## config.mk

```make
export PLATFORM = sky130hd
export DESIGN_NAME = thermocouple_bank_poll_sequencer_unit
export DESIGN_NICKNAME = d
export VERILOG_FILES = /design/src/design/tbps_pkg.sv /design/src/design/thermocouple_bank_poll_sequencer_unit.sv
export VERILOG_INCLUDE_DIRS = /design/src /design/src/design
export SDC_FILE = /design/constraint.sdc
export NUM_CORES = 1
export LEC_CHECK = 0
export BUFFER_PORTS_ARGS = -buffer_cell sky130_fd_sc_hd__buf_4
export CORE_UTILIZATION = 46
export DETAILED_ROUTE_END_ITERATION = 10
export GPL_ROUTABILITY_DRIVEN = 0
export GPL_TIMING_DRIVEN = 0
export SYNTH_ARGS = -nofsm -noshare
export SYNTH_HDL_FRONTEND = slang
export SYNTH_SLANG_ARGS = --single-unit
```

## constraint.sdc

```tcl
create_clock -name clock -period 25.7 [get_ports clock]
set_input_delay 2.57 -clock clock [delete_from_list [all_inputs] [get_ports clock]]
set_output_delay 2.57 -clock clock [all_outputs]
set_load 0.01 [all_outputs]
```

## src/design/thermocouple_bank_poll_sequencer_unit_defines.svh

```systemverilog
// Assertion macros for the thermocouple bank poll sequencer.
`ifndef THERMOCOUPLE_BANK_POLL_SEQUENCER_UNIT_DEFINES_SVH
`define THERMOCOUPLE_BANK_POLL_SEQUENCER_UNIT_DEFINES_SVH

// Same-cycle implication, checked on every rising clock edge outside reset
`define TBPS_ASSERT_NOW(lbl, ante, cons, msg) \
   lbl: assert property (@(posedge clock) disable iff (reset) (ante) |-> (cons)) \
      else $error(msg);

// Next-cycle implication
`define TBPS_ASSERT_NEXT(lbl, ante, cons, msg) \
   lbl: assert property (@(posedge clock) disable iff (reset) (ante) |=> (cons)) \
      else $error(msg);

`endif

```

## src/design/tbps_pkg.sv

```systemverilog
// Types and constants of the thermocouple bank poll sequencer.
`default_nettype none

package tbps_pkg;

   // channel count default and fixed field widths
   localparam int CHANNELS_DEF = 4;
   localparam int CJ_W         = 14;
   localparam int TC_W         = 19;
   localparam int FLAGS_W      = 4;
   localparam int CSN_W        = 4;
   localparam int TIME_W       = 32;
   localparam int MS_W         = 16;
   localparam int REQ_DATA_W   = 88;
   localparam int RSP_DATA_W   = 56;
   localparam int CSR_IDX_W    = 2;

   // register indexes
   localparam logic [CSR_IDX_W-1:0] CSR_LINK_OK_MASK   = 2'd0;
   localparam logic [CSR_IDX_W-1:0] CSR_SAMPLE_TIMEOUT = 2'd1;
   localparam logic [CSR_IDX_W-1:0] CSR_POLL_INTERVAL  = 2'd2;

   // register reset values
   localparam logic [3:0]      LINK_OK_MASK_RST = 4'hF;
   localparam logic [MS_W-1:0] SAMPLE_TIMEOUT_RST = 16'd10;
   localparam logic [MS_W-1:0] POLL_INTERVAL_RST  = 16'd100;

   // device status byte bits that are reported as flags
   localparam int STATUS_OPEN_BIT  = 0;   // 0x01
   localparam int STATUS_OVUV_BIT  = 1;   // 0x02
   localparam int STATUS_TCRNG_BIT = 6;   // 0x40
   localparam int STATUS_CJRNG_BIT = 7;   // 0x80

   // channel condition codes
   localparam logic [1:0] CH_UNKNOWN = 2'd0;
   localparam logic [1:0] CH_ACTIVE  = 2'd1;
   localparam logic [1:0] CH_FAULTED = 2'd2;

   // what a word does to the channel record
   typedef enum logic [1:0] {
      OP_NONE,
      OP_DECODE,
      OP_TIMEOUT
   } op_type;

   // one channel record as held in the record memory
   typedef struct packed {
      logic [CJ_W-1:0]    cj_code;
      logic [TC_W-1:0]    tc_code;
      logic [FLAGS_W-1:0] flags;
      logic               fresh;
      logic [1:0]         state;
   } rec_type;

endpackage

`default_nettype wire

```

## src/design/thermocouple_bank_poll_sequencer_unit.sv

```systemverilog
// Thermocouple bank poll sequencer: top level with channel record memory.
//
// One req word is one service tick: time stamp, bus start acceptance, frame
// completion and the six frame bytes. Every accepted word yields exactly one
// rsp word with the chip selects, the tick's strobes and the record of the
// channel served in that tick, after any update made by that tick.
// Sequencing state (in-flight flag, channel, start and round times) sits in
// registers and is updated as the word is accepted. Channel records sit in a
// one-port-write, registered-read memory: the record is read on acceptance,
// merged in the next cycle (with a bypass of the write made on the acceptance
// edge) and written back as the word moves to the rsp register.
// An accepted word passes from the merge stage register to the rsp register.
// Throughput: one word per cycle while rsp is not stalled; the record
// read-merge-write pipeline and its bypass register let consecutive ticks
// hit the same channel. When rsp is stalled the merge stage still takes one
// more word, then req_tready drops until rsp_tready returns.
// Reset clears the sequencing state, restores the registers to their reset
// values and marks every record as unwritten, so it reads as zero.
// The csr channel is always ready; write only while the block is idle.
`default_nettype none
`include "thermocouple_bank_poll_sequencer_unit_defines.svh"

module thermocouple_bank_poll_sequencer_unit #(
   parameter int CHANNELS = tbps_pkg::CHANNELS_DEF
) (
   input  wire logic                                clock,
   input  wire logic                                reset,
   // req_tdata, from bit 0: now_ms[31:0], read_accepted, frame_ready,
   // cj_high_byte, cj_low_byte, tc_high_byte, tc_mid_byte, tc_low_byte,
   // fault_status_byte, zero fill
   input  wire logic                                req_tvalid,
   output logic                                     req_tready,
   input  wire logic [tbps_pkg::REQ_DATA_W-1:0]     req_tdata,
   // rsp_tdata, from bit 0: chip_select_n[3:0], read_issued, record_updated,
   // channel[1:0], channel_state[1:0], cj_temp[13:0],
   // tc_temp[18:0], fault_flags[3:0], link_up, fresh, zero fill
   output logic                                     rsp_tvalid,
   input  wire logic                                rsp_tready,
   output logic [tbps_pkg::RSP_DATA_W-1:0]          rsp_tdata,
   // register writes
   input  wire logic                                csr_valid,
   output logic                                     csr_ready,
   input  wire logic [tbps_pkg::CSR_IDX_W-1:0]      csr_index,
   input  wire logic [tbps_pkg::MS_W-1:0]           csr_data
);

   localparam int CH_W = (CHANNELS > 1) ? $clog2(CHANNELS) : 1;

   // merge stage contents
   typedef struct packed {
      logic [CH_W-1:0]              ch;
      tbps_pkg::op_type             op;
      logic [tbps_pkg::CJ_W-1:0]    cj_code;
      logic [tbps_pkg::TC_W-1:0]    tc_code;
      logic [tbps_pkg::FLAGS_W-1:0] flags;
      logic                         faulted;
      logic [tbps_pkg::CSN_W-1:0]   csn;
      logic                         issued;
      logic                         link_up;
   } stage_type;

   // configuration registers
   logic [3:0]                  link_mask_ff;
   logic [tbps_pkg::MS_W-1:0]   timeout_ff;
   logic [tbps_pkg::MS_W-1:0]   interval_ff;

   // sequencing state
   logic                        in_flight_ff, in_flight_in;
   logic [CH_W-1:0]             cur_ch_ff, cur_ch_in;
   logic [tbps_pkg::TIME_W-1:0] start_time_ff, start_time_in;
   logic [tbps_pkg::TIME_W-1:0] next_round_ff, next_round_in;

   // pipeline
   logic                        s1_vld_ff;
   stage_type                   s1_ff, s1_in;
   logic                        rsp_vld_ff;
   logic [tbps_pkg::RSP_DATA_W-1:0] rsp_data_ff, rsp_data_in;

   // record memory, its valid bits and write bypass
   tbps_pkg::rec_type           rec_mem [CHANNELS];
   tbps_pkg::rec_type           rd_data_ff;
   logic [CHANNELS-1:0]         rec_vld_ff;
   logic                        fwd_vld_ff;
   logic [CH_W-1:0]             fwd_addr_ff;
   tbps_pkg::rec_type           fwd_data_ff;

   logic                        accept;
   logic                        s1_adv;
   logic                        wr_en;
   tbps_pkg::rec_type           base_rec;
   tbps_pkg::rec_type           new_rec;

   // request fields
   logic [tbps_pkg::TIME_W-1:0] now_ms;
   logic                        read_accepted;
   logic                        frame_ready;
   logic [15:0]                 cj_raw;
   logic [23:0]                 tc_raw;
   logic [7:0]                  status;
   logic [3:0]                  cur_ch4;
   logic                        link_bit;
   logic                        last_ch;
   logic                        round_due;
   logic                        timed_out;
   logic [tbps_pkg::TIME_W-1:0] elapsed;

   assign now_ms        = req_tdata[31:0];
   assign read_accepted = req_tdata[32];
   assign frame_ready   = req_tdata[33];
   assign cj_raw        = {req_tdata[41:34], req_tdata[49:42]};
   assign tc_raw        = {req_tdata[57:50], req_tdata[65:58], req_tdata[73:66]};
   assign status        = req_tdata[81:74];

   // handshakes
   assign s1_adv     = s1_vld_ff && (!rsp_vld_ff || rsp_tready);
   assign req_tready = !s1_vld_ff || s1_adv;
   assign accept     = req_tvalid && req_tready;
   assign rsp_tvalid = rsp_vld_ff;
   assign rsp_tdata  = rsp_data_ff;
   assign csr_ready  = 1'b1;

   // tick decision from the sequencing state
   assign cur_ch4   = 4'(cur_ch_ff);
   assign link_bit  = (cur_ch4 < 4'd4) ? link_mask_ff[cur_ch4[1:0]] : 1'b0;
   assign last_ch   = (32'(cur_ch_ff) + 32'd1) >= 32'(CHANNELS);
   assign round_due = (cur_ch_ff != '0) || (now_ms >= next_round_ff);
   assign elapsed   = now_ms - start_time_ff;
   assign timed_out = elapsed >= {16'd0, timeout_ff};

   always_comb begin
      in_flight_in  = in_flight_ff;
      cur_ch_in     = cur_ch_ff;
      start_time_in = start_time_ff;
      next_round_in = next_round_ff;
      s1_in.ch       = cur_ch_ff;
      s1_in.op       = tbps_pkg::OP_NONE;
      s1_in.cj_code  = cj_raw[15:2];
      s1_in.tc_code  = tc_raw[23:5];
      s1_in.flags    = {status[tbps_pkg::STATUS_CJRNG_BIT], status[tbps_pkg::STATUS_TCRNG_BIT],
                        status[tbps_pkg::STATUS_OVUV_BIT], status[tbps_pkg::STATUS_OPEN_BIT]};
      s1_in.faulted  = (status != 8'd0) || !link_bit;
      s1_in.issued   = 1'b0;
      s1_in.link_up  = link_bit;
      if (in_flight_ff) begin
         if (frame_ready) begin
            s1_in.op = tbps_pkg::OP_DECODE;
         end else if (timed_out) begin
            s1_in.op = tbps_pkg::OP_TIMEOUT;
         end
         // a finished channel hands over at once; the last one paces the round
         if (frame_ready || timed_out) begin
            in_flight_in = 1'b0;
            if (last_ch) begin
               cur_ch_in     = '0;
               next_round_in = now_ms + {16'd0, interval_ff};
            end else begin
               cur_ch_in = cur_ch_ff + CH_W'(1);
            end
         end
      end else if (round_due) begin
         s1_in.issued = 1'b1;
         if (read_accepted) begin
            start_time_in = now_ms;
            in_flight_in  = 1'b1;
         end
      end
      s1_in.csn = in_flight_in ? ~(4'b0001 << cur_ch4) : 4'hF;
   end

   // configuration writes; unknown indexes fall through
   always_ff @(posedge clock) begin
      if (reset) begin
         link_mask_ff <= tbps_pkg::LINK_OK_MASK_RST;
         timeout_ff   <= tbps_pkg::SAMPLE_TIMEOUT_RST;
         interval_ff  <= tbps_pkg::POLL_INTERVAL_RST;
      end else if (csr_valid && csr_ready) begin
         case (csr_index)
            tbps_pkg::CSR_LINK_OK_MASK:   link_mask_ff <= csr_data[3:0];
            tbps_pkg::CSR_SAMPLE_TIMEOUT: timeout_ff   <= csr_data;
            tbps_pkg::CSR_POLL_INTERVAL:  interval_ff  <= csr_data;
            default: ;
         endcase
      end
   end

   // sequencing state and stage valids
   always_ff @(posedge clock) begin
      if (reset) begin
         in_flight_ff  <= 1'b0;
         cur_ch_ff     <= '0;
         start_time_ff <= '0;
         next_round_ff <= '0;
         s1_vld_ff     <= 1'b0;
         rsp_vld_ff    <= 1'b0;
      end else begin
         if (accept) begin
            in_flight_ff  <= in_flight_in;
            cur_ch_ff     <= cur_ch_in;
            start_time_ff <= start_time_in;
            next_round_ff <= next_round_in;
         end
         if (req_tready) begin
            s1_vld_ff <= req_tvalid;
         end
         if (s1_adv) begin
            rsp_vld_ff <= 1'b1;
         end else if (rsp_tready) begin
            rsp_vld_ff <= 1'b0;
         end
      end
   end

   // merge stage payload and record read
   always_ff @(posedge clock) begin
      if (accept) begin
         s1_ff      <= s1_in;
         rd_data_ff <= rec_mem[cur_ch_ff];
      end
   end

   // pick the freshest copy of the record, then apply the tick's update
   always_comb begin
      if (fwd_vld_ff && (fwd_addr_ff == s1_ff.ch)) begin
         base_rec = fwd_data_ff;
      end else if (rec_vld_ff[s1_ff.ch]) begin
         base_rec = rd_data_ff;
      end else begin
         base_rec = '0;
      end
      new_rec = base_rec;
      case (s1_ff.op)
         tbps_pkg::OP_DECODE: begin
            new_rec.cj_code = s1_ff.cj_code;
            new_rec.tc_code = s1_ff.tc_code;
            new_rec.flags   = s1_ff.flags;
            new_rec.fresh   = !s1_ff.faulted;
            new_rec.state   = s1_ff.faulted ? tbps_pkg::CH_FAULTED : tbps_pkg::CH_ACTIVE;
         end
         tbps_pkg::OP_TIMEOUT: begin
            new_rec.fresh = 1'b0;
            new_rec.state = tbps_pkg::CH_FAULTED;
         end
         default: ;
      endcase
   end

   assign wr_en = s1_adv && (s1_ff.op != tbps_pkg::OP_NONE);

   // record write-back
   always_ff @(posedge clock) begin
      if (wr_en) begin
         rec_mem[s1_ff.ch] <= new_rec;
      end
   end

   // written-entry marks and bypass of the latest write
   always_ff @(posedge clock) begin
      if (reset) begin
         rec_vld_ff <= '0;
         fwd_vld_ff <= 1'b0;
      end else if (wr_en) begin
         rec_vld_ff[s1_ff.ch] <= 1'b1;
         fwd_vld_ff           <= 1'b1;
      end
   end

   always_ff @(posedge clock) begin
      if (wr_en) begin
         fwd_addr_ff <= s1_ff.ch;
         fwd_data_ff <= new_rec;
      end
   end

   // result word
   always_comb begin
      rsp_data_in        = '0;
      rsp_data_in[3:0]   = s1_ff.csn;
      rsp_data_in[4]     = s1_ff.issued;
      rsp_data_in[5]     = (s1_ff.op != tbps_pkg::OP_NONE);
      rsp_data_in[7:6]   = 2'(s1_ff.ch);
      rsp_data_in[9:8]   = new_rec.state;
      rsp_data_in[23:10] = new_rec.cj_code;
      rsp_data_in[42:24] = new_rec.tc_code;
      rsp_data_in[46:43] = new_rec.flags;
      rsp_data_in[47]    = s1_ff.link_up;
      rsp_data_in[48]    = new_rec.fresh;
   end

   always_ff @(posedge clock) begin
      if (s1_adv) begin
         rsp_data_ff <= rsp_data_in;
      end
   end

   // checks
   `TBPS_ASSERT_NOW(a_ch_range, 1'b1, 32'(cur_ch_ff) < CHANNELS, "channel out of range")
   `TBPS_ASSERT_NEXT(a_fwd_tracks_write, wr_en,
      fwd_vld_ff && (fwd_addr_ff == $past(s1_ff.ch)), "bypass missed record write")
   `TBPS_ASSERT_NOW(a_update_ends_read, rsp_vld_ff && rsp_data_ff[5],
      (rsp_data_ff[3:0] == 4'hF) && !rsp_data_ff[4], "record update with select held")

endmodule

`default_nettype wire
```

# ---- Word-level counts from Yosys, hierarchy flattened
# Memories as Yosys holds them, arrays and structs flattened. A register that Yosys moved wholly into a read port is not among the register bits.
# Index checks and enable logic that the tools add are counted.
# W data, S select, Z words.
dict set report op_classes {
  addsub 4
  order_cmp 7
  eq_ne 5
  n_shift 1
  muxes 24
  bitwise 3
  n_reduce_logical 26
}
# op count
set op_table {}
lappend op_table {{$mux W40} 2}
lappend op_table {{$mux W37} 1}
lappend op_table {{$add A32 B16 Y32} 1}
lappend op_table {{$ge A32 B16 Y1} 1}
lappend op_table {{$ge A32 B32 Y1} 1}
lappend op_table {{$sub A32 B32 Y32} 1}
lappend op_table {{$mux W1} 14}
lappend op_table {{$lt A2 B3 Y1 const B} 3}
lappend op_table {{$reduce_and A4 Y1} 2}
lappend op_table {{$reduce_bool A8 Y1} 1}
lappend op_table {{$mux W2} 3}
lappend op_table {{$pmux W3 S2} 1}
lappend op_table {{$reduce_and A2 Y1} 3}
lappend op_table {{$reduce_bool A2 Y1} 3}
lappend op_table {{$logic_and A1 B1 Y1} 5}
lappend op_table {{$logic_or A1 B1 Y1} 5}
lappend op_table {{$bmux W1 S2} 2}
lappend op_table {{$eq A2 B1 Y1 const B} 2}
lappend op_table {{$eq A2 B2 Y1 const B} 2}
lappend op_table {{$logic_not A1 Y1} 4}
lappend op_table {{$not A4 Y4} 1}
lappend op_table {{$or A4 B4 Y4} 1}
lappend op_table {{$shl A1 B2 Y4 const A} 1}
lappend op_table {{$add A2 B1 Y3 const B} 1}
lappend op_table {{9 further kinds} 9}
dict set report totals {
  ff_bits 249
  ramBits 160
  input_bits 111
  output_inout_bits 59
  word_cells 99
  mem_count 1
}
# memory depth width read_ports rd_clocked_by_memory_dff wr line
set memory_table {}
lappend memory_table {rec_mem 4 40 1 1 1 thermocouple_bank_poll_sequencer_unit.sv:80} ;# tbps_pkg::rec_type rec_mem [CHANNELS];

# ---- Logic depth before layout (Yosys ltp)
# Gate-level depths: netlist of run 1.
dict set report depth {
  word_depth 6
  depth_mapped 20
  ltp_nobuf 19
}

# ---- Worst setup path after synthesis of run 1
# Ideal clock, no wire load.
dict set report synth_timing {
  path_type {input to register}
  start {in rsp_tready}
  end {mem rec_mem[0][0] (netlist name), enable pin}
  setup_time_ns 0.498
  arrival_ns 9.570
  slack_ns 15.632
  path_stages 5
  n_path_buf 1
  path_cell_list {nor2b_1 -> nor2b_1 -> and2_1 -> clkbuf_1 -> nor3b_1}
}
dict set report synth_between {
  elab_chain_cells 5
}
# item line
set synth_rtl {}
lappend synth_rtl {{from (decl)} thermocouple_bank_poll_sequencer_unit.sv:38} ;# input wire logic rsp_tready,
lappend synth_rtl {{$logic_or A1 B1 Y1} thermocouple_bank_poll_sequencer_unit.sv:115} ;# assign s1_adv = s1_vld_ff && (!rsp_vld_ff || rsp_tready);
lappend synth_rtl {{$logic_and A1 B1 Y1} thermocouple_bank_poll_sequencer_unit.sv:115}
lappend synth_rtl {{named net s1_adv} thermocouple_bank_poll_sequencer_unit.sv:88} ;# logic s1_adv;
lappend synth_rtl {{$logic_and A1 B1 Y1} thermocouple_bank_poll_sequencer_unit.sv:247} ;# assign wr_en = s1_adv && (s1_ff.op != tbps_pkg::OP_NONE);
lappend synth_rtl {{named net wr_en} thermocouple_bank_poll_sequencer_unit.sv:89} ;# logic wr_en;
lappend synth_rtl {{$mux W1} thermocouple_bank_poll_sequencer_unit.sv:251} ;# if (wr_en) begin
lappend synth_rtl {{$mux W1 (implied by the code)} thermocouple_bank_poll_sequencer_unit.sv:252} ;# rec_mem[s1_ff.ch] <= new_rec;
lappend synth_rtl {{to (decl)} thermocouple_bank_poll_sequencer_unit.sv:80}
# The timed path passes the listed nets, and every way through them passes these cells.

# ---- Worst setup path in the final report of run 1
dict set report layout_timing {
  start {in req_tdata[0] (netlist name)}
  end {reg next_round_ff[8] (netlist name)}
}
dict set report layout_between {
  elab_chain_cells 4
  word_cells_on_any_way 5
  cone_classes {2 x add/sub; 1 x order compare; 2 x reduce/logical}
}
# item line
set layout_rtl {}
lappend layout_rtl {{from (decl)} thermocouple_bank_poll_sequencer_unit.sv:33} ;# input wire logic [tbps_pkg::REQ_DATA_W-1:0] req_tdata,
lappend layout_rtl {{$sub A32 B32 Y32} thermocouple_bank_poll_sequencer_unit.sv:127} ;# assign elapsed = now_ms - start_time_ff;
lappend layout_rtl {{$ge A32 B16 Y1} thermocouple_bank_poll_sequencer_unit.sv:128} ;# assign timed_out = elapsed >= {16'd0, timeout_ff};
lappend layout_rtl {{$logic_or A1 B1 Y1} thermocouple_bank_poll_sequencer_unit.sv:151} ;# if (frame_ready || timed_out) begin
lappend layout_rtl {{$reduce_and A4 Y1 (no source line)} --}
lappend layout_rtl {{to (signal assigned)} thermocouple_bank_poll_sequencer_unit.sv:200} ;# next_round_ff <= next_round_in;
lappend layout_rtl {{to (decl)} thermocouple_bank_poll_sequencer_unit.sv:71} ;# logic [tbps_pkg::TIME_W-1:0] next_round_ff, next_round_in;
# Several ways; a longest one is shown, not always the timed one.
# A chain may end at the register's enable or synchronous reset.

==> metrics, run 1 <==
largest net degree at the start of global routing=52; Synth Flop Type=edfxtp_1; Clock Skews=13.7 ps; R2R depth=18; Yosys reg bits=449; row count=76; Num CTS Buffers=48; post-synthesis average cell area=12.7 um^2; FF-to-FF End=next_round_ff[8]; Critical Path AT=6930 ps; initial antenna violation count=0; clk_lat worst skew=580 ps; Tightest Hold Check Type=reg -> reg; Seq/Total Area, Yosys=0.608; list of most frequent post-synthesis cells=edfxtp_1 (339), nand2_1 (159), dfxtp_1 (110), a21oi_1 (108), ha_1 (102); vias in the first global route=13291; synth top area cells=edfxtp_1 (50%), dfxtp_1 (11%), ha_1 (6.3%); # clock sinks=449; clock buffer depth=3; antenna-violating nets left=0; Filler cells=3734; PwrDens=71.6 nW/um^2; Die Y=212 um; most frequent cell after synthesis=edfxtp_1; final setup violation count=0; layout cells sized above 1=0.175; Die Wd=212 um; GRT Overall Usage=0.212; min setup slack post-route=19190 ps; Tmin final=6510 ps; Via density=5.38; CTS Hold Bufs=0; number of enable flip-flop cells after synthesis=339; H-tree Lvls=2; Layout area overhead=18.9%; FFs w/ async S/R, synth=0; final net count=2035; Post-Syn Instances=1605; Netlist Area Pre-Place=20400 um^2; max cap viols=0; dpl ws=18590 ps; Logic pwr share=0.096; # resized after CTS=0; P_leak=8.76 nW; Post-CTS Setup Bufs=0; share of the synthesized area in the top cell type=0.500; CTS tree=yes; P_sw=0.000393 W; Max-slew headroom=0.369; critical path class=in -> reg; via count=13154; WL per Instance=19.0 um; Sw Ratio=0.227; Pre-antenna DRT Iters=6; run status=finished clean; Remaining DRCs=0; Final Hold Vio Count=0; grt ovf=0; worst-margin pin slew=946 ps; Clock Pin Slew Worst Setup and Hold Paths=60 ps; first-pass GRT wire length=73.1 mm; Clock power frac=0.434; worst r2r src=start_time_ff[0]; setup TNS=0 ps; Starting Density=0.469; hold depth=0; n_diodes=0; Peak Freq=0.153 GHz; post-DP HPWL=33.9 mm; CP max FO=10; internal power=0.00134 W; I/O pin count=170; Final Cycle Share=0.253; Die ar.=45100 um^2; RSZ-0062 raised after global routing=false; max-slew violations=0; Ys Warns=0; Core Box Area=43400 um^2; Worst VDD drop=0.0484 mV; R2R setup slack=21050 ps; CP Data Required Time=26120 ps; worst min-delay path startpoint=rsp_data_in[1]; area leader, netlist=edfxtp_1; CTS root buffer=clkbuf_16; hold path endpoint=rsp_tdata[1]; Distinct cells, synth=75; number of I/O port buffers=147; Routed WL=46.6 mm; worst hold slack=418 ps; number of DRC markers in iteration 0=811; Flop pwr share=0.470; Worst setup SP type=input pin; Critical Path Sink Type=flip-flop
==> per-layer routing <==
metal	part of all wire	GRT usage	up-vias	routed length [um]
met5	0	0	-	0
met4	0.019	0.0608	0	887
met3	0.036	0.0270	56	1690
met2	0.51	0.383	251	23900
met1	0.43	0.264	6415	20100
li1	-	-	6432	-
==> sequential cells by signal, indices dropped and copies added (netlist names) <==
name	cells
rec_mem	160
rsp_tdata	49
fwd_data_ff	40
rd_data_ff	40
s1_ff	40
next_round_ff	32
start_time_ff	32
interval_ff	16
timeout_ff	16
rsp_data_in	8
link_mask_ff	4
rec_vld_ff	4
cur_ch_ff	2
fwd_addr_ff	2
fwd_vld_ff	1
in_flight_ff	1
rsp_tvalid	1
s1_vld_ff	1
==> cell usage in the layout, fill, tap and decap left out, drive strengths merged, types with 4 or more instances in the layout <==
master / synthesis / routed
or3: 8 / 8
a221oi: 4 / 4
nor3: 11 / 11
nand4: 14 / 14
a22oi: 39 / 39
a21o: 29 / 29
o21ai: 89 / 89
clkbuf: 50 / 107
nor2b: 6 / 6
buf: 28 / 187
nor2: 80 / 80
inv: 94 / 96
o31ai: 7 / 7
nand2b: 9 / 9
a211oi: 28 / 28
bufinv: 0 / 11
a2111oi: 4 / 4
nor3b: 4 / 4
o21a: 12 / 12
mux4: 42 / 42
o211ai: 5 / 5
and3: 13 / 13
clkinv: 0 / 20
o21bai: 4 / 4
o22ai: 4 / 4
a21boi: 4 / 4
ha: 102 / 102
a21oi: 112 / 112
conb: 2 / 8
nand3: 42 / 42
xnor2: 26 / 26
a31oi: 6 / 6
edfxtp: 339 / 339
dfxtp: 110 / 110
nand3b: 4 / 4
and2: 7 / 7
xor2: 22 / 22
mux2i: 43 / 43
nand2: 159 / 159
==> metrics by stage <==
step            util  cell area [um^2]  instances  total power (W)
6_report       0.558             24200       2445          0.00173
5_1_grt        0.558             24200       2445          0.00180
4_1_cts        0.558             24200       2445          0.00175
3_5_place_dp   0.518             22500       2355         0.000997
3_3_place_gp   0.512             22200       2343         0.000992
2_1_floorplan      -             20400       1611         0.000934
==> kinds of logic (layout without fill, tap and decap cells) <==
family / after synthesis / in the layout / share of synthesized area
flops: 449 / 449 / 0.608
other cells: 2 / 8 / 0.000369
compound gates: 371 / 371 / 0.119
mux: 85 / 85 / 0.0676
buf+inv: 172 / 421 / 0.0345
fa+ha+maj: 104 / 104 / 0.0647
xor+xnor: 48 / 48 / 0.0207
simple gates: 374 / 374 / 0.0852
==> worst max-delay path by stage <==
stage          depth (start not counted)    startpoint                end
2_1_floorplan                          5    rsp_tready      rec_mem[0][0]
3_3_place_gp                           6    rsp_tready     rec_mem[0][11]
3_5_place_dp                          20  req_tdata[0]  next_round_ff[27]
4_1_cts                               20  req_tdata[0]  next_round_ff[27]
5_1_grt                               20  req_tdata[0]  next_round_ff[17]
6_report                              20  req_tdata[0]   next_round_ff[8]
==> power by group through the flow <==
stage | sequential (W) | clock [W] | combinational (W)
6_report | 0.000814 | 0.000751 | 0.000166
4_1_cts | 0.000815 | 0.000768 | 0.000167
3_3_place_gp | 0.000832 | 0 | 0.000161
2_1_floorplan | 0.000830 | 0 | 0.000105
5_1_grt | 0.000816 | 0.000794 | 0.000185
3_5_place_dp | 0.000830 | 0 | 0.000167
==> cell type report <==
cell class                 count  area, um^2  share of cell area
inverter                      94         353              0.0146
timing repair buffer         159        1330              0.0548
clock buffer                  57        1270              0.0523
clock inverter                33         459              0.0190
sequential                   449       12400               0.512
multi-input combinational    990        7320               0.303
buffer                        78         355              0.0147
tap                          585         732              0.0303
==> critical path: stages <==
cell and delay (ps):
buf_4 100, inv_1 60, ha_1 240, fa_1 400, nand2b_1 180, a21oi_1 360, o21a_1 160, nor2_1 40
xnor2_1 130, ha_1 200, a22o_1 190, or4b_2 610, a31oi_1 320, o211ai_1 150, nor3_1 200, and4_4 290
nand4b_2 200, buf_2 260, a21oi_1 180, a211oi_2 60
Note: power is estimated with default switching activity, not from simulation.
==> inputs of run 2 (changes only) <==
- ABC_AREA: not set -> 1
- PLACE_DENSITY: not set -> 0.66
- clock period: 25.7 -> 5.65 ns (I/O delays scaled with it)
==> run 2 against run 1 <==
Critical path depth unchanged; critical path type is now reg -> reg; highest routed layer unchanged; non-clock buffer count rose by 10; worst hold slack got worse by 280 ps; largest cell class unchanged; sequential share of layout area down 2.4 points.
==> metrics, run 2 <==
run status=finished clean; most frequent cell after synthesis=nand2_1; Core Box Area=46600 um^2 (+7.4%); Reg with most FFs=rec_mem; post-synthesis average cell area=9.35 um^2 (-26%); post-layout power=0.00775 W (+350%); first-pass GRT wire length=88.1 mm (+21%); most frequent cells in the layout=nand2_1 (515), edfxtp_1 (339), inv_1 (282); P_leak=10.5 nW (+20%); Final Hold Vio Count=0 (unchanged); Layout Utilization=0.545 (-0.0130); Seq/Total Area, Yosys=0.570 (-0.0384); vias in the first global route=16516 (+24%); FF-to-FF End=rsp_data_in[1]; I/O pin count=170 (unchanged); placed cells=3093 (+31%); Peak Freq=0.260 GHz; CTS Hold Bufs=0 (unchanged); R2R depth=20 (+2); Pre-antenna DRT Iters=5 (-1); hold depth=1 (+1); hold path endpoint=s1_ff[37]; # resized after CTS=0 (unchanged); setup TNS=0 ps (unchanged); max cap viols=0 (unchanged); worst r2r src=start_time_ff[0]; Starting Density=0.467 (-0.00278); row count=79 (+3.9%); Tmin final=3850 ps; Layout area overhead=16.8%; Clock Pin Slew Worst Setup and Hold Paths=60 ps (about the same); CP delay by family, top=simple AND/OR/NAND/NOR gates; commonest non-fill, non-tap cell in the layout=nand2_1; CP cell instances=ha_1 -> fa_1 -> inv_1 -> nand2_1 -> nand3_1 -> nand2_1 -> nand2_1 -> xor2_1 -> ha_1 -> nand2_1 -> nor2_1 -> a211oi_1 -> nand3_1 -> nor2_1 -> nand3_1 -> nor2_2 -> nand3_2 -> buf_6 -> o22ai_2 -> nand2_1; post-route cell area=25400 um^2 (+4.9%); clock buffer depth=3 (unchanged); Worst VDD drop=0.307 mV (+530%); max-slew violations=0 (unchanged); number of I/O port buffers=148 (+0.68%); Yosys reg bits=449 (unchanged); Routed WL=56.5 mm (+21%); Ys Warns=0 (unchanged); Critical Path AT=4190 ps (-2740 ps); critical path class=reg -> reg; worst min-delay path startpoint=req_tdata[35]; PwrDens=305 nW/um^2 (+330%); area leader, netlist=edfxtp_1; RSZ-0062 raised after global routing=false; Non-Filler Instances=3181 (+30%); CP Data Required Time=5990 ps (-20130 ps); WL per Instance=17.8 um (-6.8%); Max-slew headroom=0.246 (-0.123); Final Cycle Share=0.681; CP max-delay cell=fa_1; Num CTS Buffers=48 (unchanged); Post-Syn Instances=2324 (+45%); CP max FO=10 (unchanged); number of DRC markers in iteration 0=1191 (+47%); Worst path most repeated cell=nand2_1; R2R setup slack=1800 ps (-19250 ps); initial antenna violation count=0 (unchanged); Netlist Area Pre-Place=21700 um^2 (+6.7%); Post-CTS Setup Bufs=0 (unchanged); n_diodes=0 (unchanged); Critical Path Sink Type=flip-flop; Clock Skews=23.0 ps (+9.28 ps); largest net degree at the start of global routing=64 (+23%); CTS root buffer=clkbuf_16; Distinct cells, synth=46 (-39%); post-DP HPWL=40.1 mm (+18%); list of most frequent post-synthesis cells=nand2_1 (515), edfxtp_1 (339), inv_1 (285), nor2_1 (259), o21ai_0 (148); FFs w/ async S/R, synth=0 (unchanged); CP bufs+invs=2 (-1); Post-DP Area=23800 um^2 (+6.1%); Tightest Hold Check Type=in -> reg; grt ovf=0 (unchanged); number of enable flip-flop cells after synthesis=339 (unchanged); antenna-violating nets left=0 (unchanged); Synth Flop Type=edfxtp_1; layout cells sized above 1=0.127 (-0.0482); Die Wd=219 um (+3.3%); share of the synthesized area in the top cell type=0.469 (-0.0315); # clock sinks=449 (unchanged); synth top area cells=edfxtp_1 (47%), dfxtp_1 (10%), nand2_1 (8.9%); clk_lat worst skew=610 ps (+30 ps); worst-margin pin slew=1130 ps (+180 ps); final setup violation count=0 (unchanged); via count=16783 (+28%); biggest cell delay along the critical path=410 ps (-200 ps); final net count=2751 (+35%); Die Y=219 um (+3.3%); CTS tree=yes; Largest register FFs=160 (unchanged); Worst setup SP type=flip-flop; Die ar.=48100 um^2 (+6.7%); Filler cells=4152 (+11%); Remaining DRCs=0 (unchanged); Via density=5.28 (-1.9%); GRT Overall Usage=0.238 (+0.0257); H-tree Lvls=2 (unchanged)
[run 2: metrics by stage]
step / hold WS [ps] / setup WS [ps]
finish: 133 / 1800
global route: 119 / 1490
CTS: 110 / 1840
detailed placement: 412 / 1470
global placement: 407 / -2690
floorplan: 400 / 484
[run 2: worst max-delay path by stage]
stage / start / endpoint / slack (ps) / cells after the start
floorplan: rsp_tready / rec_mem[1][0] / 480 / 6
global route: cur_ch_ff[0] / start_time_ff[4] / 1490 / 13
detailed placement: req_tdata[0] / rsp_data_in[2] / 1470 / 22
global placement: rsp_tready / rec_mem[1][24] / -2690 / 7
finish: start_time_ff[0] / rsp_data_in[1] / 1800 / 20
CTS: cur_ch_ff[0] / start_time_ff[13] / 1840 / 13
[run 2: routing by layer]
metal / wire length [um] / global-route usage
met5: 0 / 0
met4: 1720 / 0.0838
met3: 3390 / 0.0286
met2: 27800 / 0.420
met1: 23500 / 0.298
[run 2: worst register-to-register path, stage by stage (launching register included)]
cell and delay (ps):
dfxtp_1 310, ha_1 230, fa_1 410, inv_1 120
nand2_1 70, nand3_1 170, nand2_1 80, nand2_1 170
xor2_1 200, ha_1 270, nand2_1 60, nor2_1 40
a211oi_1 270, nand3_1 180, nor2_1 130, nand3_1 110
nor2_2 130, nand3_2 110, buf_6 180, o22ai_2 210
nand2_1 100
[run 2: cell families (layout without fill, tap and decap cells)]
family	after synthesis	after routing	synth area share
and+or+nand+nor	986	986	0.191
xor gates and xnor gates	47	47	0.0189
adders and majority gates	104	104	0.0606
AOI/OAI and AO/OA	350	350	0.0886
buffers and inverters	386	630	0.0708
DFF	449	449	0.570
other	2	8	0.000346
[run 2: cell type report]
class	instances	area, um^2	share of cell area
flip-flops and latches	449	12400	0.488
multi-input cells	1495	7860	0.310
repair buffers	156	1290	0.0510
clock buffers	56	1260	0.0497
inverters	295	1110	0.0437
well taps	607	759	0.0299
plain buffers	91	430	0.0170
clock inverters	32	273	0.0108
[run 2: where the power goes]
group,internal [W],switching (W),total [W],leakage [nW]
clock network,0.00171,0.00135,0.00305,0.738
registers,0.00368,0.0000387,0.00372,4.08
logic,0.000337,0.000635,0.000972,5.69
